## src/hw/rtl/ack_retry_pending_table_unit_macros.svh

```systemverilog
// ----------------------------------------------------------------------------
// Assertion macros for the acknowledgement retry table
// Shared helpers for the concurrent checks of the design.
// ----------------------------------------------------------------------------
`ifndef ACK_RETRY_PENDING_TABLE_UNIT_MACROS_SVH
`define ACK_RETRY_PENDING_TABLE_UNIT_MACROS_SVH

// Check that is skipped while reset is applied.
`define ARPT_ASSERT(lbl, prop, msg) \
  lbl: assert property (@(posedge clk) disable iff (!rst_n) prop) else $error(msg);

// Check that also holds during reset.
`define ARPT_ASSERT_ALWAYS(lbl, prop, msg) \
  lbl: assert property (@(posedge clk) prop) else $error(msg);

`endif

```

## src/hw/rtl/arpt_pkg.sv

```systemverilog
// ----------------------------------------------------------------------------
// Acknowledgement retry table package
// Shared sizes, codes and the slot record type.
// ----------------------------------------------------------------------------
package arpt_pkg;

  localparam int SLOTS = 8;
  localparam int CNT_W = (SLOTS > 1) ? $clog2(SLOTS) : 1;

  localparam logic [1:0] FUNC_SEND = 2'd0;
  localparam logic [1:0] FUNC_ACK  = 2'd1;
  localparam logic [1:0] FUNC_TICK = 2'd2;
  localparam logic [1:0] FUNC_NOP  = 2'd3;

  localparam logic [2:0] KIND_PUBLISH   = 3'd0;
  localparam logic [2:0] KIND_REPUBLISH = 3'd1;
  localparam logic [2:0] KIND_DELIVERED = 3'd2;
  localparam logic [2:0] KIND_ACKFAIL   = 3'd3;
  localparam logic [2:0] KIND_DROPPED   = 3'd4;
  localparam logic [2:0] KIND_QFULL     = 3'd5;
  localparam logic [2:0] KIND_DISABLED  = 3'd6;

  localparam logic [1:0] REG_ENABLED     = 2'd0;
  localparam logic [1:0] REG_ACK_TIMEOUT = 2'd1;
  localparam logic [1:0] REG_MAX_RETRIES = 2'd2;

  localparam logic [31:0] ACK_TIMEOUT_RST = 32'd5000;
  localparam logic [7:0]  MAX_RETRIES_RST = 8'd3;

  typedef struct packed {
    logic        active;
    logic [15:0] id;
    logic [7:0]  pin;
    logic [31:0] value;
    logic [31:0] sent;
    logic [7:0]  retries;
  } slot_t;

  typedef struct packed {
    logic [2:0]  kind;
    logic [15:0] msg_id;
    logic [7:0]  pin;
    logic [31:0] value;
    logic [7:0]  retries;
  } res_t;

endpackage

```

## src/hw/rtl/ack_retry_pending_table_unit.sv

```systemverilog
// ----------------------------------------------------------------------------
// Acknowledgement retry table
// The slots sit in a ring of cells; every scanned item walks the whole ring once,
// one slot per cycle at the head while the result side does not stall it.
// A send while disabled goes straight to the finish state, and ignored
// items never leave idle. The ring step is the limit.
// ----------------------------------------------------------------------------
`include "ack_retry_pending_table_unit_macros.svh"

module ack_retry_pending_table_unit
  import arpt_pkg::*;
(
  input  logic        clk,
  input  logic        rst_n,
  input  logic        cfg_we,
  input  logic [1:0]  cfg_index,
  input  logic [31:0] cfg_wdata,
  input  logic        in_valid,
  output logic        in_ready,
  input  logic [1:0]  in_func,
  input  logic [7:0]  in_pin,
  input  logic [31:0] in_value,
  input  logic [15:0] in_ack_id,
  input  logic        in_ack_ok,
  output logic        out_valid,
  input  logic        out_ready,
  output logic [2:0]  out_kind,
  output logic [15:0] out_msg_id,
  output logic [7:0]  out_out_pin,
  output logic [31:0] out_out_value,
  output logic [7:0]  out_retry_count,
  output logic        out_last
);

  localparam logic [1:0] ST_IDLE = 2'd0;
  localparam logic [1:0] ST_SCAN = 2'd1;
  localparam logic [1:0] ST_FIN  = 2'd2;

  logic [1:0]       state_r, state_nxt;
  logic [CNT_W-1:0] cnt_r, cnt_nxt;
  logic             found_r, found_nxt;
  logic [15:0]      idc_r, idc_nxt;
  logic [31:0]      time_r, time_nxt;
  logic             en_r;
  logic [31:0]      tmo_r;
  logic [7:0]       maxr_r;
  logic [1:0]       func_r;
  logic [7:0]       pin_r;
  logic [31:0]      value_r;
  logic [15:0]      ack_id_r;
  logic             ack_ok_r;
  logic             pend_v_r, pend_v_nxt;
  res_t             pend_r, pend_nxt;
  logic             out_valid_r, out_valid_nxt;
  res_t             out_r, out_nxt;
  logic             out_last_r, out_last_nxt;

  slot_t ring [SLOTS];
  slot_t head_upd;
  logic  step_go, out_free, res_new, clr, accept;
  res_t  res, fin_res;

  assign clr = cfg_we && (cfg_index == REG_ENABLED) && !cfg_wdata[0];

  genvar g;
  generate
    for (g = 0; g < SLOTS; g++) begin : g_cell
      slot_t d;
      if (g == SLOTS - 1) begin : g_tail
        assign d = head_upd;
      end else begin : g_mid
        assign d = ring[g+1];
      end
      arpt_cell u_cell (
        .clk      (clk),
        .rst_n    (rst_n),
        .shift_en (step_go),
        .clr      (clr),
        .d_in     (d),
        .q        (ring[g])
      );
    end
  endgenerate

  assign in_ready = (state_r == ST_IDLE);
  assign accept   = in_valid && in_ready;
  assign out_free = !out_valid_r || out_ready;
  assign step_go  = (state_r == ST_SCAN) && (!pend_v_r || out_free);

  always_comb begin
    head_upd  = ring[0];
    res_new   = 1'b0;
    res       = '0;
    found_nxt = found_r;
    idc_nxt   = idc_r;
    unique case (func_r)
      FUNC_SEND: begin
        if (!ring[0].active && !found_r) begin
          head_upd.active  = 1'b1;
          head_upd.id      = idc_r + 16'd1;
          head_upd.pin     = pin_r;
          head_upd.value   = value_r;
          head_upd.sent    = time_r;
          head_upd.retries = 8'd0;
          found_nxt        = 1'b1;
          idc_nxt          = idc_r + 16'd1;
        end
      end
      FUNC_ACK: begin
        if (ring[0].active && ring[0].id == ack_id_r && !found_r) begin
          head_upd.active = 1'b0;
          found_nxt       = 1'b1;
          res_new         = 1'b1;
          res.kind        = ack_ok_r ? KIND_DELIVERED : KIND_ACKFAIL;
          res.msg_id      = ack_id_r;
          res.retries     = ring[0].retries;
        end
      end
      FUNC_TICK: begin
        if (ring[0].active && (time_r - ring[0].sent) >= tmo_r) begin
          res_new    = 1'b1;
          res.msg_id = ring[0].id;
          if (ring[0].retries < maxr_r) begin
            head_upd.retries = ring[0].retries + 8'd1;
            head_upd.sent    = time_r;
            res.kind         = KIND_REPUBLISH;
            res.pin          = ring[0].pin;
            res.value        = ring[0].value;
            res.retries      = ring[0].retries + 8'd1;
          end else begin
            head_upd.active = 1'b0;
            res.kind        = KIND_DROPPED;
            res.retries     = ring[0].retries;
          end
        end
      end
      default: begin
      end
    endcase
  end

  always_comb begin
    fin_res = '0;
    if (func_r == FUNC_SEND) begin
      if (!en_r) begin
        fin_res.kind = KIND_DISABLED;
      end else if (found_r) begin
        fin_res.kind   = KIND_PUBLISH;
        fin_res.msg_id = idc_r;
        fin_res.pin    = pin_r;
        fin_res.value  = value_r;
      end else begin
        fin_res.kind = KIND_QFULL;
      end
    end else begin
      fin_res = pend_r;
    end
  end

  always_comb begin
    state_nxt     = state_r;
    cnt_nxt       = cnt_r;
    time_nxt      = time_r;
    pend_v_nxt    = pend_v_r;
    pend_nxt      = pend_r;
    out_nxt       = out_r;
    out_last_nxt  = out_last_r;
    out_valid_nxt = out_valid_r && !out_ready;
    unique case (state_r)
      ST_IDLE: begin
        if (accept) begin
          cnt_nxt = '0;
          if (in_func == FUNC_SEND && !en_r) begin
            state_nxt = ST_FIN;
          end else if (en_r && in_func != FUNC_NOP) begin
            state_nxt = ST_SCAN;
            if (in_func == FUNC_TICK) begin
              time_nxt = time_r + 32'd1;
            end
          end
        end
      end
      ST_SCAN: begin
        if (step_go) begin
          cnt_nxt = cnt_r + CNT_W'(1);
          if (res_new) begin
            if (pend_v_r) begin
              out_nxt       = pend_r;
              out_last_nxt  = 1'b0;
              out_valid_nxt = 1'b1;
            end
            pend_nxt   = res;
            pend_v_nxt = 1'b1;
          end
          if (cnt_r == CNT_W'(SLOTS - 1)) begin
            state_nxt = ST_FIN;
          end
        end
      end
      ST_FIN: begin
        if (func_r != FUNC_SEND && !pend_v_r) begin
          state_nxt = ST_IDLE;
        end else if (out_free) begin
          out_nxt       = fin_res;
          out_last_nxt  = 1'b1;
          out_valid_nxt = 1'b1;
          pend_v_nxt    = 1'b0;
          state_nxt     = ST_IDLE;
        end
      end
      default: begin
        state_nxt = ST_IDLE;
      end
    endcase
  end

  always_ff @(posedge clk) begin
    if (!rst_n) begin
      state_r     <= ST_IDLE;
      cnt_r       <= '0;
      found_r     <= 1'b0;
      idc_r       <= 16'd0;
      time_r      <= 32'd0;
      pend_v_r    <= 1'b0;
      out_valid_r <= 1'b0;
      en_r        <= 1'b0;
      tmo_r       <= ACK_TIMEOUT_RST;
      maxr_r      <= MAX_RETRIES_RST;
    end else begin
      state_r     <= state_nxt;
      cnt_r       <= cnt_nxt;
      found_r     <= accept ? 1'b0 : (step_go ? found_nxt : found_r);
      idc_r       <= step_go ? idc_nxt : idc_r;
      time_r      <= time_nxt;
      pend_v_r    <= pend_v_nxt;
      out_valid_r <= out_valid_nxt;
      if (cfg_we) begin
        unique case (cfg_index)
          REG_ENABLED:     en_r   <= cfg_wdata[0];
          REG_ACK_TIMEOUT: tmo_r  <= cfg_wdata;
          REG_MAX_RETRIES: maxr_r <= cfg_wdata[7:0];
          default: begin
          end
        endcase
      end
    end
  end

  always_ff @(posedge clk) begin
    pend_r     <= pend_nxt;
    out_r      <= out_nxt;
    out_last_r <= out_last_nxt;
    if (accept) begin
      func_r   <= in_func;
      pin_r    <= in_pin;
      value_r  <= in_value;
      ack_id_r <= in_ack_id;
      ack_ok_r <= in_ack_ok;
    end
  end

  assign out_valid       = out_valid_r;
  assign out_kind        = out_r.kind;
  assign out_msg_id      = out_r.msg_id;
  assign out_out_pin     = out_r.pin;
  assign out_out_value   = out_r.value;
  assign out_retry_count = out_r.retries;
  assign out_last        = out_last_r;

  `ARPT_ASSERT(a_idle_no_pend, (state_r == ST_IDLE) |-> !pend_v_r,
               "Pending result left over in idle.")
  `ARPT_ASSERT(a_stall_holds, (state_r == ST_SCAN && !step_go) |=> $stable(cnt_r),
               "Ring advanced while stalled.")
  `ARPT_ASSERT(a_id_step, $rose(found_r) && (func_r == FUNC_SEND)
               |-> idc_r == $past(idc_r) + 16'd1,
               "Id counter did not advance with a slot grant.")
  `ARPT_ASSERT_ALWAYS(a_rst_idle, !rst_n |=> (state_r == ST_IDLE) && !out_valid_r,
                      "Reset did not return to idle.")

endmodule

```

## src/hw/rtl/arpt_cell.sv

```systemverilog
// ----------------------------------------------------------------------------
// Slot cell
// Holds one table slot and passes it to its neighbor on each ring step.
// ----------------------------------------------------------------------------
module arpt_cell
  import arpt_pkg::*;
(
  input  logic  clk,
  input  logic  rst_n,
  input  logic  shift_en,
  input  logic  clr,
  input  slot_t d_in,
  output slot_t q
);

  logic  active_r;
  slot_t data_r;

  always_ff @(posedge clk) begin
    if (!rst_n || clr) begin
      active_r <= 1'b0;
    end else if (shift_en) begin
      active_r <= d_in.active;
    end
  end

  always_ff @(posedge clk) begin
    if (shift_en) begin
      data_r <= d_in;
    end
  end

  always_comb begin
    q        = data_r;
    q.active = active_r;
  end

endmodule
```

## config.mk

```make
export PLATFORM = sky130hd
export DESIGN_NAME = ack_retry_pending_table_unit
export DESIGN_NICKNAME = d
export VERILOG_FILES = /design/src/hw/rtl/arpt_pkg.sv /design/src/hw/rtl/ack_retry_pending_table_unit.sv /design/src/hw/rtl/arpt_cell.sv
export VERILOG_INCLUDE_DIRS = /design/src /design/src/hw/rtl
export SDC_FILE = /design/constraint.sdc
export NUM_CORES = 1
export LEC_CHECK = 0
export BUFFER_PORTS_ARGS = -buffer_cell sky130_fd_sc_hd__buf_2
export CORE_ASPECT_RATIO = 1.2
export CORE_UTILIZATION = 32
export DETAILED_ROUTE_END_ITERATION = 7
export SYNTH_ARGS = -nofsm -noshare
export SYNTH_HDL_FRONTEND = slang
export SYNTH_SLANG_ARGS = --single-unit
```

## constraint.sdc

```tcl
create_clock -name clk -period 34.7 [get_ports clk]
set_input_delay 6.94 -clock clk [delete_from_list [all_inputs] [get_ports clk]]
set_output_delay 6.94 -clock clk [all_outputs]
set_load 0.005 [all_outputs]
```

Word level (Yosys, flattened, before mapping)
Cells that the tools add are included.
Word-level totals
  bits in registers: 1067
  output and inout port bits: 70
Operators by class
  mux-type cells: 64
  add/sub/neg operators: 5
  magnitude comparators: 2
  equal/unequal tests: 21
  reduce and logical (&&, ||, !) cells: 44
  bitwise gates (word level): 2
Operators by type and width (number)
  $mux 67: 6
  $mux 56: 3
  $pmux 67 s2: 1
  $mux 40: 3
  $mux 97: 1
  $pmux 40 s2: 1
  $mux 59: 1
  $pmux 19 s2: 1
  $add 32x1->32 const B: 1
  $ge 32x32->1: 1
  $sub 32x32->32: 1
  $mux 8: 3
  $mux 1: 22
  $mux 18: 1
  $add 16x1->16 const B: 1
  $eq 16x16->1: 1
  $ne 2x2->1 const B: 8
  $pmux 8 s2: 1
  $mux 3: 5
  $reduce_and 5->1: 3
  $mux 2: 7
  $logic_and 1x1->1: 12
  $reduce_and 3->1: 4
  $pmux 1 s2: 5
  21 further kinds: 45

Depth between registers and ports, before layout
Gate-level depths: netlist of run 1.
  depth after elaboration: 8
  depth in mapped cells: 22
  gate-level depth less buffers: 21

Cells and area by module
Synthesis of run 1 repeated with hierarchy kept, for this count alone.
Second synthesis, totals
  cells, all modules: 2358
  area, all modules: 39057.5 sq um
Modules (own cells, without submodules)
  arpt_cell: seq. area each 2902.8 sq um, instances 8, area an instance 2932.8 sq um, cells an instance 100
  ack_retry_pending_table_unit: seq. area each 7767.4 sq um, instances 1, area an instance 15595.0 sq um, cells an instance 1558

Worst setup path after synthesis of run 1
OpenSTA, ideal clock, no wires.
  path kind: input port to flip-flop
  start: in out_ready
  end: reg g_cell[0].u_cell.data_r, in the netlist g_cell[0].u_cell.q[0], enable pin
  required time: 33.265 ns
  buffers on the path: 1
  library setup time: 1.435 ns
  arrival time: 28.132 ns
  setup slack: 5.133 ns
  cell stages on the path: 5
  cell sequence: nor2b_1 -> nand2_1 -> nand2_1 -> inv_1 -> clkbuf_1
Between the ends
  word-level cells in the longest chain between the ends: 3
Ends and longest elaborated chain
  start, declared: RTL line ack_retry_pending_table_unit.sv:26  | input logic out_ready,
  $logic_or 1x1->1: RTL line ack_retry_pending_table_unit.sv:87  | assign out_free = !out_valid_r || out_ready;
  $logic_or 1x1->1: RTL line ack_retry_pending_table_unit.sv:88  | assign step_go = (state_r == ST_SCAN) && (!pend_v_r || out_free);
  $logic_and 1x1->1: RTL line ack_retry_pending_table_unit.sv:88
  via g_cell[0].u_cell.shift_en: RTL line arpt_cell.sv:10  | input logic shift_en,
  end signal, assigned: RTL line arpt_cell.sv:29  | data_r <= d_in;
  end, declared: RTL line arpt_cell.sv:17  | slot_t data_r;
The timed path passes the listed nets, and every way through them passes these cells.
A chain may end at the register's enable or synchronous reset.

Worst setup path after layout of run 1
  start: in out_ready
  end: reg g_cell[6].u_cell.data_r, in the netlist g_cell[6].u_cell.q[53], enable pin
Between the ends
  word-level cells in the longest chain between the ends: 3
Ends and longest elaborated chain (RTL line)
  $logic_or 1x1->1: ack_retry_pending_table_unit.sv:87
  $logic_or 1x1->1: ack_retry_pending_table_unit.sv:88
  $logic_and 1x1->1: ack_retry_pending_table_unit.sv:88
  end signal, assigned: arpt_cell.sv:29
  end, declared: arpt_cell.sv:17
Every way passes these cells.

==> results of run 1 <==
[registers in the layout (all words and copies together) (netlist names), 2 cells and up]
signal,flops
out_out_pin,8
func_r,2
state_r,2
tmo_r,32
maxr_r,8
ack_id_r,16
out_kind,3
pend_r,67
cnt_r,3
g_cell.u_cell.q,768
value_r,32
time_r,32
pin_r,8
out_msg_id,16
out_out_value,32
idc_r,16
out_retry_count,8
g_cell.u_cell.active_r,8
[per-stage QoR]
| stage | std cells | power [mW] |
|---|---|---|
| after floorplan | 2615 | 2.56 |
| after global placement | 4356 | 2.43 |
| after detailed placement | 4356 | 2.45 |
| after CTS | 4553 | 3.64 |
| after global routing | 4554 | 3.76 |
| final | 4554 | 3.59 |
[layer usage]
| layer | global-route usage (%) | vias up | wire, um |
|---|---|---|---|
| met3 | 2.44 | 118 | 4120 |
| met2 | 19.3 | 525 | 36500 |
| met1 | 17.9 | 10600 | 37900 |
| li1 | - | 10100 | - |
| met4 | 4.40 | 6 | 1970 |
| met5 | 0 | - | 31 |
[cell usage in the layout (no fill, tap or decap), types with 13 or more instances in the layout]
cell and n:
and2_1 58, nand4_1 18, nor2_1 117, clkinv_1 26, o211ai_1 13, ha_1 81
dfxtp_1 105, or3_1 17, xnor2_1 42, buf_4 26, nor3_1 16, a22oi_1 17
nand2_1 393, a22o_1 56, o221ai_1 28, edfxtp_1 962, a31oi_1 22, o21ai_0 61
inv_1 93, clkbuf_16 107, and3_1 13, bufinv_16 16, clkinv_2 19, xor2_1 49
nand3_1 31, a21oi_1 154, buf_2 167, a21o_1 28
[worst max-delay path, stage by stage]
cell	delay [ns]
buf_2	0.07
nor2b_1	0.09
nand2_1	0.11
nand2_1	0.35
inv_8	0.67
buf_4	0.93
buf_4	0.82
[layout make-up]
class	count	area share, %
Tap cell	1644	4.44
Multi-Input combinational cell	1353	17.8
Clock buffer	118	5.87
Clock inverter	79	1.88
Timing Repair Buffer	193	2.23
Inverter	99	0.819
Antenna cell	1	0.00541
Sequential cell	1067	66.9
[power breakdown]
group          internal (mW)  leakage, nW  total [mW]  switching [mW]
registers               1.84         9.42        1.94          0.0984
logic                  0.113         4.34       0.473           0.360
clock network          0.687         1.75        1.17           0.488
total                   2.64         15.5        3.59           0.946
[path summary, 6_finish.rpt]
path / startpoint / end / slack [ns] / cells after the start
worst max-delay path: out_ready / g_cell[6].u_cell.q[53]$_DFFE_PP_ / 24.76 / 7
worst min-delay path: g_cell[7].u_cell.q[90]$_DFFE_PP_ / g_cell[6].u_cell.q[90]$_DFFE_PP_ / 0.40 / 0
worst max register to register: g_cell[0].u_cell.q[9]$_DFFE_PP_ / pend_r[20]$_SDFFCE_PP0P_ / 27.69 / 21
worst min register to register: g_cell[7].u_cell.q[90]$_DFFE_PP_ / g_cell[6].u_cell.q[90]$_DFFE_PP_ / 0.40 / 0
[cells by family after synthesis]
family          count (synthesis)  synth area share (%)
compound gates                450                  7.56
xor+xnor                       91                  2.00
fa+ha+maj                      83                  2.62
buf+inv                       195                  1.85
flops                        1067                  77.7
mux                            13                 0.329
simple gates                  716                  7.99
==> flow_summary.json, run 1 <==
{
  "status": "completed",
  "cts.htree.levels": 3,
  "layout_setup_ws_ns": 24.76,
  "place_area_um2": 42700,
  "hold_ws_ns": 0.403,
  "period_share_pct": 28.6,
  "drt_first_pass_iters": 5,
  "ys_ff_latch": 1067,
  "multi_input_area_um2": 8250,
  "grt_pass1_vias": 20400,
  "drive_gt1_share_pct": 13.5,
  "cp_max_fo": 124,
  "yosysWarnings": 0,
  "antenna_found_initial": 5,
  "core_um2": 123000,
  "via_per_inst": 4.68,
  "seq_area_frac_synth_pct": 77.7,
  "worstMarginPinSlew_ns": 1.10,
  "gp_congestion": 0.847,
  "io_pins": 168,
  "irDropWorstVdd_mv": 0.0463,
  "leakage_nw": 15.5,
  "synthFlopType": "edfxtp_1",
  "wl_per_cell_um": 17.7,
  "skew_ns": 0.0235,
  "synth_area_leader_cell": "edfxtp_1",
  "endpoint_kind": "flip-flop",
  "layout_min_cycle_time_ns": 9.94,
  "async_reset_ff_share_pct": 0,
  "synth_cell_type_count": 77,
  "synth_fp_nets": 2796,
  "nNetsFinal": 3001,
  "start_util_pct": 32.4,
  "max_cap_violations": 0,
  "synth_common_cells": "edfxtp_1 (962), nand2_1 (394), a21oi_1 (155)",
  "power.density_nw_per_um2": 77.5,
  "hold_viol_final": 0,
  "synthToLayoutAreaGrowth_pct": 16.0,
  "clk_latency_ns": 0.70,
  "clk_pin_slew_ns": 0.06,
  "drv_slew": 0,
  "grt_usage_pct": 12.6,
  "post-route-drc-count": 0,
  "cts_tree": "yes",
  "cts_buffer_depth": 3,
  "start_kind": "primary input",
  "grt_max_degree": 125,
  "crit_arrival_ns": 10.25,
  "fin_tns_setup_ns": 0,
  "yosys.cell_count.top_type": "edfxtp_1",
  "fin_area_um2": 46300,
  "drt_iter0_drc": 1871,
  "rows": 141,
  "rsz0062_at_grt": "no",
  "post_cts_buffers": 0,
  "clock-root-buffer": "clkbuf_16",
  "dieHeight_um": 389,
  "yosys.area.top_type_share_pct": 72.4,
  "ff_latch_area_um2": 31000,
  "drt-total-wl_um": 80500,
  "maxSlewHeadroom_pct": 27.0,
  "synth_area_leaders": "edfxtp_1 (72%), dfxtp_1 (5.3%), nand2_1 (3.7%)",
  "grt_first_pass_wirelength_um": 123000,
  "die-width_um": 324,
  "synthCells": 2615,
  "numCtsBuffers": 106,
  "synth-edff-count": 962,
  "dieArea_um2": 126000,
  "place_ws_ns": 24.03,
  "crit_required_ns": 35.02,
  "worstSetupPathType": "primary input to flip-flop",
  "fillers": 11500,
  "vias": 21300,
  "io_buffers": 167,
  "min_path_type": "flip-flop to flip-flop",
  "max_freq_mhz": 101,
  "cts_resized": 0,
  "syn_area_um2": 39900,
  "cts_sinks": 1067,
  "syn_area_per_cell_um2": 15.3,
  "cts_hold_buf": 0,
  "setup_viol": 0,
  "grt_overflow_total": 0,
  "ant_nets": 0,
  "place_hpwl_um": 51000,
  "utilization_pct": 37.5
}
Note: power is estimated with default switching activity, not from simulation.
==> inputs of run 2 (changes only) <==
--- a/config.mk
+++ b/config.mk
@@ -6,6 +6,7 @@
 export SDC_FILE = /design/constraint.sdc
 export NUM_CORES = 1
 export LEC_CHECK = 0
+export ABC_AREA = 1
 export BUFFER_PORTS_ARGS = -buffer_cell sky130_fd_sc_hd__buf_2
 export CORE_ASPECT_RATIO = 1.2
 export CORE_UTILIZATION = 32
==> constraint.sdc (replaced) <==
create_clock -name clk -period 9.57 [get_ports clk]
set_input_delay 1.914 -clock clk [delete_from_list [all_inputs] [get_ports clk]]
set_output_delay 1.914 -clock clk [all_outputs]
set_load 0.005 [all_outputs]
==> run 2 against run 1 <==
Net effect: power grew to 3.5 times the previous value; sequential power grew to 3.5 times the previous value; count of clock-buffer cells in the layout shrank 4; combinational power grew to 3.3 times the previous value; flip-flop and latch count is the same; worst setup slack lost 21 ns; via count grew 2.7%; synthesized area grew 0.21%; first-iteration DRC count grew 5.1%; critical path depth grew 14; critical endpoint is now pend_r[63]$_DFFE_PP_; sequential share of layout area grew 0.17 points; highest routed layer unchanged; die area grew 0.21%.
==> flow_summary.json, run 2 <==
{
  "grt_pass1_vias": 21000,
  "antenna_found_initial": 8,
  "setup_viol": 0,
  "ant_nets": 0,
  "cp_max_fo": 40,
  "gp_congestion": 0.840,
  "place_hpwl_um": 54000,
  "die-width_um": 325,
  "synth_area_leader_cell": "edfxtp_1",
  "drt_iter0_drc": 1966,
  "irDropWorstVdd_mv": 0.258,
  "fillers": 11600,
  "path_cells": "inv_1 -> ha_1 -> inv_1 -> fa_1 -> nand3_1 -> nand2_1 -> a31oi_1 -> o21ai_1 -> a21boi_0 -> o21ai_1 -> xor2_1 -> ha_1 -> nand2_1 -> nor2_1 -> nand2_1 -> a21oi_1 -> nor2_1 -> nand2_2 -> nand3_1 -> a21oi_4 -> buf_4",
  "crit_slowest_cell": "a21oi_4",
  "layout_setup_ws_ns": 3.48,
  "vias": 21900,
  "crit_path_frequent_cell": "nand2_1",
  "rsz0062_at_grt": "no",
  "synth-edff-count": 962,
  "final_cell_mix": "edfxtp_1 (962), nand2_1 (418), inv_1 (296), o21ai_0 (170), buf_2 (167)",
  "synth_cell_type_count": 54,
  "clk_pin_slew_ns": 0.06,
  "maxSlewHeadroom_pct": 1.63,
  "swShare_pct": 26.4,
  "synthToLayoutAreaGrowth_pct": 15.5,
  "max_freq_mhz": 164,
  "clock-root-buffer": "clkbuf_16",
  "syn_area_um2": 40000,
  "core_um2": 123000,
  "wl_per_cell_um": 17.4,
  "clk_latency_ns": 0.68,
  "dieHeight_um": 389,
  "drv_slew": 0,
  "grt_max_degree": 326,
  "crit_arrival_ns": 6.40,
  "crit_required_ns": 9.88,
  "yosys.cell_count.top_type": "edfxtp_1",
  "final_common_cell": "edfxtp_1",
  "hold_viol_final": 0,
  "drive_gt1_share_pct": 12.8,
  "cts.htree.levels": 3,
  "ys_ff_latch": 1067,
  "rows": 141,
  "io_buffers": 167,
  "pwr-share-clk_pct": 32.7,
  "yosys.area.top_type_share_pct": 72.2,
  "worstMarginPinSlew_ns": 1.48,
  "grt_usage_pct": 12.9,
  "synth_area_leaders": "edfxtp_1 (72%), dfxtp_1 (5.3%), nand2_1 (3.9%)",
  "grt_overflow_total": 0,
  "comb_power_share_pct": 12.6,
  "period_share_pct": 63.6,
  "largest_reg_flops": 768,
  "cts_hold_buf": 0,
  "post_cts_buffers": 0,
  "worstSetupPathType": "flip-flop to flip-flop",
  "synth_fp_nets": 2984,
  "dieArea_um2": 126000,
  "via_per_inst": 4.61,
  "seq_area_frac_synth_pct": 77.5,
  "grt_first_pass_wirelength_um": 126000,
  "place_ws_ns": 3.36,
  "p_int_mw": 9.12,
  "power_switching_mw": 3.27,
  "syn_area_per_cell_um2": 14.3,
  "cts_sinks": 1067,
  "start_util_pct": 32.4,
  "drt-total-wl_um": 82800,
  "crit_buf_inv": 3,
  "max_stage_delay_ns": 1.09,
  "cts_resized": 0,
  "reg2reg_slack_ns": 3.48,
  "cts_tree": "yes",
  "status": "completed",
  "drt_first_pass_iters": 6,
  "numCtsBuffers": 104,
  "min_path_type": "flip-flop to flip-flop",
  "seqPwrFrac_pct": 54.8,
  "cp_top_family": "compound AO/OA/AOI/OAI gates",
  "cts_buffer_depth": 3,
  "layout_min_cycle_time_ns": 6.09,
  "io_pins": 168,
  "synth_common_cells": "edfxtp_1 (962), nand2_1 (419), inv_1 (296)",
  "power.density_nw_per_um2": 268,
  "max_cap_violations": 0,
  "start_kind": "flip-flop",
  "antennaDiodeCount": 0,
  "nNetsFinal": 3201,
  "synthCells": 2803,
  "fin_tns_setup_ns": 0,
  "async_reset_ff_share_pct": 0,
  "leakage_nw": 16.5,
  "synthFlopType": "edfxtp_1",
  "post-route-drc-count": 0,
  "endpoint_kind": "flip-flop",
  "skew_ns": 0.0512,
  "yosysWarnings": 0
}
## run 2: changes by cell type after synthesis, moves of 28 or more
cell,before,now
nor2_1,119,152
o21ai_0,61,170
inv_1,95,296
nand3_1,31,89
clkbuf_1,82,54
and2_1,58,1
o221ai_1,28,0
xnor2_1,42,10
## run 2: logic make-up after synthesis
logic type | share of synthesized area (%)
AOI/OAI and AO/OA | 6.67
xor gates and xnor gates | 1.10
adders and majority gates | 2.62
buffers and inverters | 3.69
DFF | 77.5
and+or+nand+nor | 8.44
## run 2: through the flow
stage	total power, mW	util (%)	std cells	hold WS, ns	area [um^2]
global placement	8.41	34.6	4558	0.400	42800
detailed placement	8.46	34.6	4558	0.405	42800
CTS	12.5	37.4	4752	0.382	46200
finish	12.4	37.4	4752	0.387	46200
global route	13.0	37.4	4752	0.387	46200
floorplan	7.90	-	2803	0.400	40000
## run 2: power by group through the flow
stage                     clock, mW  combinational [mW]  sequential (mW)
after floorplan                   0               0.980             6.92
after global placement            0                1.56             6.85
after detailed placement          0                1.58             6.88
after CTS                      4.16                1.59             6.80
after global routing           4.34                1.75             6.88
final                          4.05                1.55             6.78
## run 2: per-layer routing
metal	vias to the layer above	part of all wire (%)	routed length, um	track usage, %
li1	10500	-	-	-
met2	601	44	36500	19.6
met1	10700	47	38800	18.5
met5	-	0.056	46	0
met4	8	2.9	2370	4.27
met3	157	6.1	5080	2.58
## run 2: path summary, 6_finish.rpt
kind	end	startpoint	cells past startpoint
worst max-delay path	pend_r[63]$_DFFE_PP_	time_r[0]$_SDFFE_PN0P_	21
worst min-delay path	g_cell[1].u_cell.q[32]$_DFFE_PP_	g_cell[2].u_cell.q[32]$_DFFE_PP_	0
worst max register to register	pend_r[63]$_DFFE_PP_	time_r[0]$_SDFFE_PN0P_	21
worst min register to register	g_cell[1].u_cell.q[32]$_DFFE_PP_	g_cell[2].u_cell.q[32]$_DFFE_PP_	0
## run 2: layout make-up
class | count | area (um^2) | area share, %
multi-input cells | 1358 | 7570 | 16.4
repair buffers | 182 | 961 | 2.08
flip-flops and latches | 1067 | 31000 | 67.1
clock inverters | 80 | 763 | 1.65
inverters | 307 | 1180 | 2.56
well taps | 1644 | 2060 | 4.45
clock buffers | 114 | 2660 | 5.76
